## src/design/fat_block_chain_manager_macros.svh

```systemverilog
// Assertion macros shared by the chain manager RTL.
`ifndef FAT_BLOCK_CHAIN_MANAGER_MACROS_SVH
`define FAT_BLOCK_CHAIN_MANAGER_MACROS_SVH

// Check a consequent in the same cycle as its antecedent.
`define FBCM_ASSERT_SAME(lbl, ante, cons) \
  lbl: assert property (@(posedge clk_i) disable iff (!rst_ni) (ante) |-> (cons)) \
    else $error("chain manager check failed");

// Check a consequent in the cycle after its antecedent.
`define FBCM_ASSERT_NEXT(lbl, ante, cons) \
  lbl: assert property (@(posedge clk_i) disable iff (!rst_ni) (ante) |=> (cons)) \
    else $error("chain manager check failed");

`endif

```

## src/design/fbcm_pkg.sv

```systemverilog
// Types, constants and helpers of the block chain manager.
package fbcm_pkg;

  localparam int NUM_BLOCKS    = 256;
  localparam int ROOT_ENTRIES  = 16;
  localparam int TABLE_BLOCKS  = 11;
  localparam int FIRST_DATA    = TABLE_BLOCKS + 2;
  localparam int BLK_W         = 8;
  localparam int LINK_W        = 9;
  localparam int DIR_W         = 4;
  localparam int NAME_W        = 48;
  localparam logic [LINK_W-1:0] RESERVED_MARK = 9'd511;

  typedef enum logic [3:0] {
    CMD_FORMAT = 4'd0,
    CMD_CREATE = 4'd1,
    CMD_REMOVE = 4'd2,
    CMD_APPEND = 4'd3,
    CMD_DELETE = 4'd4,
    CMD_CHECK  = 4'd5,
    CMD_NEXT   = 4'd6,
    CMD_FIRST  = 4'd7,
    CMD_LIST   = 4'd8
  } cmd_e;

  typedef enum logic [2:0] {
    ST_OK        = 3'd0,
    ST_EXISTS    = 3'd1,
    ST_ROOT_FULL = 3'd2,
    ST_NOT_FOUND = 3'd3,
    ST_NO_SPACE  = 3'd4,
    ST_NOT_IN    = 3'd5,
    ST_NOT_EMPTY = 3'd6
  } status_e;

  typedef struct packed {
    status_e             status;
    logic [BLK_W-1:0]    blk;
    logic                found;
    logic [NAME_W-1:0]   name;
    logic                name_valid;
    logic                last;
  } res_t;

  // Link table write port.
  typedef struct packed {
    logic              we;
    logic [BLK_W-1:0]  waddr;
    logic [LINK_W-1:0] wdata;
  } link_wr_t;

  // A link points to a real block: nonzero, in range, not reserved.
  function automatic logic link_ok(logic [LINK_W-1:0] v);
    return (v[LINK_W-1] == 1'b0) && (v[BLK_W-1:0] != '0);
  endfunction

  function automatic res_t mk_res(status_e s, logic [BLK_W-1:0] b, logic f);
    res_t r;
    r.status     = s;
    r.blk        = b;
    r.found      = f;
    r.name       = '0;
    r.name_valid = 1'b0;
    r.last       = 1'b1;
    return r;
  endfunction

  // One word of a directory listing.
  function automatic res_t mk_list_res(logic [NAME_W-1:0] nm, logic nv, logic lst);
    res_t r;
    r            = mk_res(ST_OK, '0, 1'b0);
    r.name       = nm;
    r.name_valid = nv;
    r.last       = lst;
    return r;
  endfunction

  // Formatted contents of table entry i for n managed blocks.
  function automatic logic [LINK_W-1:0] fmt_value(logic [LINK_W-1:0] i,
                                                  logic [LINK_W-1:0] n);
    logic [LINK_W-1:0] fd;
    logic [LINK_W:0]   nxt;
    logic [LINK_W-1:0] v;
    fd  = LINK_W'(FIRST_DATA);
    nxt = {1'b0, i} + 1'b1;
    v   = '0;
    if (i == '0) begin
      v = (fd < n) ? fd : '0;
    end else if (i < fd) begin
      v = (i < n) ? RESERVED_MARK : '0;
    end else if (nxt < {1'b0, n}) begin
      v = nxt[LINK_W-1:0];
    end
    return v;
  endfunction

endpackage

```

## src/design/fbcm_link_ram.sv

```systemverilog
// Link table memory: one write port, one registered read port.
module fbcm_link_ram
  import fbcm_pkg::*;
(
  input  logic              clk_i,
  input  link_wr_t          wr_i,
  input  logic [BLK_W-1:0]  raddr_i,
  output logic [LINK_W-1:0] rdata_o
);

  logic [LINK_W-1:0] mem_q [NUM_BLOCKS];

  always_ff @(posedge clk_i) begin
    if (wr_i.we) begin
      mem_q[wr_i.waddr] <= wr_i.wdata;
    end
    rdata_o <= mem_q[raddr_i];
  end

endmodule

```

## config.mk

```make
export PLATFORM = sky130hd
export DESIGN_NAME = fbcm_link_ram
export DESIGN_NICKNAME = d
export VERILOG_FILES = /design/src/design/fat_block_chain_manager_macros.svh /design/src/design/fbcm_pkg.sv /design/src/design/fbcm_link_ram.sv
export SDC_FILE = /design/constraint.sdc
export NUM_CORES = 2
export LEC_CHECK = 0
export BUFFER_PORTS_ARGS = -buffer_cell sky130_fd_sc_hd__buf_2
export CORE_ASPECT_RATIO = 0.9
export CORE_UTILIZATION = 33
export DETAILED_ROUTE_END_ITERATION = 6
export GPL_ROUTABILITY_DRIVEN = 0
export PLACE_DENSITY = 0.56
export SLEW_MARGIN = 25
export SYNTH_ARGS = -nofsm -noshare
export SYNTH_HDL_FRONTEND = slang
export SYNTH_SLANG_ARGS = --single-unit
```

## constraint.sdc

```tcl
create_clock -name clk_i -period 2.3 [get_ports clk_i]
set_clock_uncertainty 0.2 [all_clocks]
set_input_delay 0.345 -clock clk_i [delete_from_list [all_inputs] [get_ports clk_i]]
set_output_delay 0.345 -clock clk_i [all_outputs]
set_load 0.01 [all_outputs]
```

### After elaboration in Yosys (flattened, before gate mapping)

Memory sizes are Yosys's and may differ from the RTL's. A register that Yosys moved wholly into a read port is not among the register bits.
Index checks and enable logic that the tools add are counted.

| storage, ports and cells | value |
|---|---|
| register bits | 0 |
| latch bits | 0 |
| bits in writable memories | 2304 |
| ROM bits | 0 |
| input bits | 27 |
| word-level logic and storage cells | 3 |
| memories | 1 |

| operators by class | value |
|---|---|
| $add $sub $neg | 0 |
| multipliers | 0 |
| div/mod/pow operators | 0 |
| magnitude comparators | 0 |
| equality and inequality tests | 0 |
| shift-type cells | 0 |
| multiplexer cells | 2 |
| bitwise gates (word level) | 0 |
| reductions and logical operators | 0 |

Memories:

| memory | words | width | rd ports | clocked after Yosys merged registers in | wr ports | RTL line | text |
|---|---|---|---|---|---|---|---|
| mem_q | 256 | 9 | 1 | 1 | 1 | fbcm_link_ram.sv:11 | `logic [LINK_W-1:0] mem_q [NUM_BLOCKS];` |

Operators by type and width:

| operator | count |
|---|---|
| $mux 1 | 2 |

### Depth between registers and ports, before layout

| logic depth | value |
|---|---|
| depth after elaboration | 2 |
| mapped depth | 11 |
| gate-level depth less buffers | 6 |

### Worst setup path before layout

OpenSTA, ideal clock, no wires.

| timing path | value |
|---|---|
| kind | input to register |
| from | in wr_i[12] (netlist bit) |
| to | mem mem_q[235][0], enable pin |
| setup time | 0.374 ns |
| data arrival time | 1.832 ns |
| path slack | -0.106 ns |
| cell stages on the path | 6 |
| cells stage by stage | clkbuf_1 -> nor2b_1 -> clkbuf_1 -> nand4_1 -> clkbuf_1 -> nor2_1 |

RTL lines:

| item | RTL line | text |
|---|---|---|
| start, declared | fbcm_link_ram.sv:6 | `input link_wr_t wr_i,` |
| end, declared | fbcm_link_ram.sv:11 |  |

No word-level cell before the write port.

==> results.sh <==
export IMPL_grt_pass1_wl_um=348000
export IMPL_drv_cap=0
export IMPL_drtAntennaViolNets=0
export IMPL_die_w_um=550
export IMPL_drc=0
export IMPL_utilization_pct=40.6
export IMPL_area_delta_synth_final_pct=22.0
export IMPL_syn_area_per_cell_um2=21.1
export IMPL_synth_top_cell_by_area="edfxtp_1"
export IMPL_htree_num_levels=4
export IMPL_whs_endpoint="mem_q[158][8]$_DFFE_PP_"
export IMPL_vias_per_cell=5.25
export IMPL_r2r_end="rdata_o[5]$_DFF_P_"
export IMPL_r2r_setup_slack_ns=-0.18
export IMPL_synth_top_area_share_pct=77.5
export IMPL_finalCritPeriodShare_pct=108
export IMPL_worstMarginPinSlew_ns=0.915
export IMPL_clock_latency_ns=0.92
export IMPL_ios=36
export IMPL_p_leak_nw=35.1
export IMPL_crit_path_start_kind="flip-flop"
export IMPL_cp_data_arrival_time_ns=3.07
export IMPL_grt_pass1_vias=46700
export IMPL_p_sw_w=0.0196
export IMPL_peakVddDrop_v=0.000677
export IMPL_hp_class="in2reg"
export IMPL_setup_viol=6
export IMPL_violations="negative setup slack"
export IMPL_hp_start="wr_i[11]"
export IMPL_yosys_warnings=0
export IMPL_hold_path_depth=4
export IMPL_cts_tree="yes"
export IMPL_cts_made_buffers=236
export IMPL_drv_slew=0
export IMPL_via_count=46400
export IMPL_power_internal_w=0.0702
export IMPL_power_frac_clock_pct=42.2
export IMPL_netSwitchingFraction_pct=21.8
export IMPL_placed_area_um2=100000
export IMPL_syn_nets=4264
export IMPL_seqPwrFrac_pct=51.8
export IMPL_synth_common_cells="edfxtp_1 (2304), mux4_2 (467), nor2_1 (305)"
export IMPL_crit_type="reg2reg"
export IMPL_rows=180
export IMPL_worstPathRequired_ns=2.89
export IMPL_die_area_um2=273000
export IMPL_coreArea_um2=268000
export IMPL_max_freq_mhz=404
export IMPL_final_nets=5109
export IMPL_r2r_cells=8
export IMPL_fin_crit_ns=2.48
export IMPL_synth_edff_count=2304
export IMPL_ys_seq_elements=2313
export IMPL_grt_max_degree=78
export IMPL_post_synth_top_count_cell="edfxtp_1"
export IMPL_grt_ovfl_total=0
export IMPL_finalHoldViolCount=0
export IMPL_power_density_nw_per_um2=825
export IMPL_cts_max_path_buffers=3
export IMPL_first_pass_iters=6
export IMPL_wire_per_inst_um=27.6
export IMPL_start_util_pct=33.3
export IMPL_combinationalPowerShare_pct=5.9
export IMPL_die_height_um=495
export IMPL_clk_pin_slew_ns=0.07
export IMPL_worst_slack_ns=-0.175
export IMPL_drt_initial_drc_count=5227
export IMPL_fill_cells=23500
export IMPL_multi_input_area_um2=19200
export IMPL_antenna_found_initial=19
export IMPL_synth_area_um2=89300
export IMPL_regArea_um2=69400
export IMPL_routed_wl_um=244000
export IMPL_clkSinkCount=2313
export IMPL_crit_path_end_kind="flip-flop"
export IMPL_crit_fanout=1
export IMPL_root_buffer="clkbuf_16"
export IMPL_r2r_start="mem_q[115][5]$_DFFE_PP_"
export IMPL_design_area_um2=109000
export IMPL_ys_async_sr_fraction_pct=0
export IMPL_io_buffers=35
export IMPL_netlist_instances=4237
export IMPL_synthDistinctLibCells=57
export IMPL_synth_area_leaders="edfxtp_1 (77%), mux4_2 (12%), mux2i_1 (2.0%), a22oi_1 (1.5%), nor2_1 (1.3%)"
export IMPL_ys_seq_area_share_pct=77.7
export IMPL_status="finished, violations left"
export IMPL_drive_gt1_share_pct=34.3
export IMPL_ys_flop_type="edfxtp_1"
export IMPL_rsz0062_at_grt="true"
export IMPL_hold_ws_ns=0.107
export IMPL_grt_use_total_pct=17.9
export IMPL_hpwlAfterDp_um=163000
export IMPL_slew_limit_headroom_pct=39.0
stage by stage:
stage / instances / setup slack, ns / setup TNS [ns] / power (W)
2_1_floorplan: 4237 / -0.106 / -90.88 / 0.0496
3_3_place_gp: 8384 / -1.67 / -12.74 / 0.0525
3_5_place_dp: 8384 / -1.36 / -10.95 / 0.0526
4_1_cts: 8830 / -0.143 / -0.571 / 0.0905
5_1_grt: 8832 / -0.208 / -0.699 / 0.0923
6_report: 8838 / -0.175 / -0.345 / 0.0898
sequential cells by signal, indices dropped and copies added, names as in the netlist:
signal and cells:
mem_q 2304, rdata_o 9
cell type report:
class	instances	area share, %
well taps	3549	4.08
repair buffers	866	7.53
clock inverters	152	1.51
flip-flops and latches	2313	63.7
diodes	8	0.0184
multi-input cells	1663	17.6
inverters	2	0.00689
clock buffers	285	5.59
logic make-up after synthesis:
| group | synth area share [%] |
|---|---|
| buf+inv | 1.75 |
| simple gates | 2.50 |
| flops | 77.7 |
| compound gates | 3.75 |
| mux | 14.3 |
per-layer routing:
layer  global-route usage (%)  part of all wire, %  up-vias
met5                        0               0.0057        -
li1                         -                    -    19500
met3                     3.53                  7.9      300
met1                     25.8                   44    24700
met4                     4.91                  2.5        2
met2                     27.6                   46     1796
worst max-delay path by stage:
| stage | end | from | cells after the start |
|---|---|---|---|
| 3_5_place_dp | rdata_o[6]$_DFF_P_ | raddr_i[2] | 11 |
| 2_1_floorplan | mem_q[235][0]$_DFFE_PP_ | wr_i[12] | 6 |
| 4_1_cts | rdata_o[5]$_DFF_P_ | mem_q[115][5]$_DFFE_PP_ | 8 |
| 5_1_grt | rdata_o[5]$_DFF_P_ | mem_q[115][5]$_DFFE_PP_ | 8 |
| 3_3_place_gp | rdata_o[0]$_DFF_P_ | raddr_i[1] | 9 |
| 6_report | rdata_o[5]$_DFF_P_ | mem_q[115][5]$_DFFE_PP_ | 8 |
layout by cell type, fill, tap and decap left out, types with 16 or more instances in the layout:
cell type,instances
clkinv_1,59
nand2_1,40
o221ai_1,35
a22oi_1,147
buf_12,124
o21ai_0,25
o22ai_1,63
bufinv_16,24
nor3_1,16
nor2b_1,24
a21oi_2,19
nand3_1,29
a21oi_1,71
clkbuf_1,49
mux4_2,467
edfxtp_1,2304
a22oi_2,27
mux2i_1,176
buf_4,688
nor2_1,293
clkinv_2,37
clkbuf_16,237
a211oi_1,16
buf_2,23
mux2_2,21
critical path, stage by stage, from the launching register on:
cell and delay (ns):
edfxtp_1 0.36, mux4_2 0.52, a22o_4 0.29, a221oi_2 0.19, buf_4 0.16, o32a_1 0.16, nor3b_4 0.27, buf_6 0.17
nor4_4 0.04
power by group through the flow:
stage / Clock (W) / Combinational, W / Sequential [W]
final: 0.0380 / 0.00533 / 0.0466
after global routing: 0.0402 / 0.00559 / 0.0465
after CTS: 0.0386 / 0.00529 / 0.0466
after detailed placement: 0 / 0.00514 / 0.0475
after global placement: 0 / 0.00508 / 0.0475
after floorplan: 0 / 0.00221 / 0.0474
what timing repair did:
item                                     CTS  global route
endpoints found under the setup margin    12             9
setup buffers                              0             0
hold buffers                              13             0
pin swaps                                 29            15
resized for setup                         96            49
gates cloned                               0             1
hold endpoints to repair                2040             0
Power figures use the tool's default switching activity.
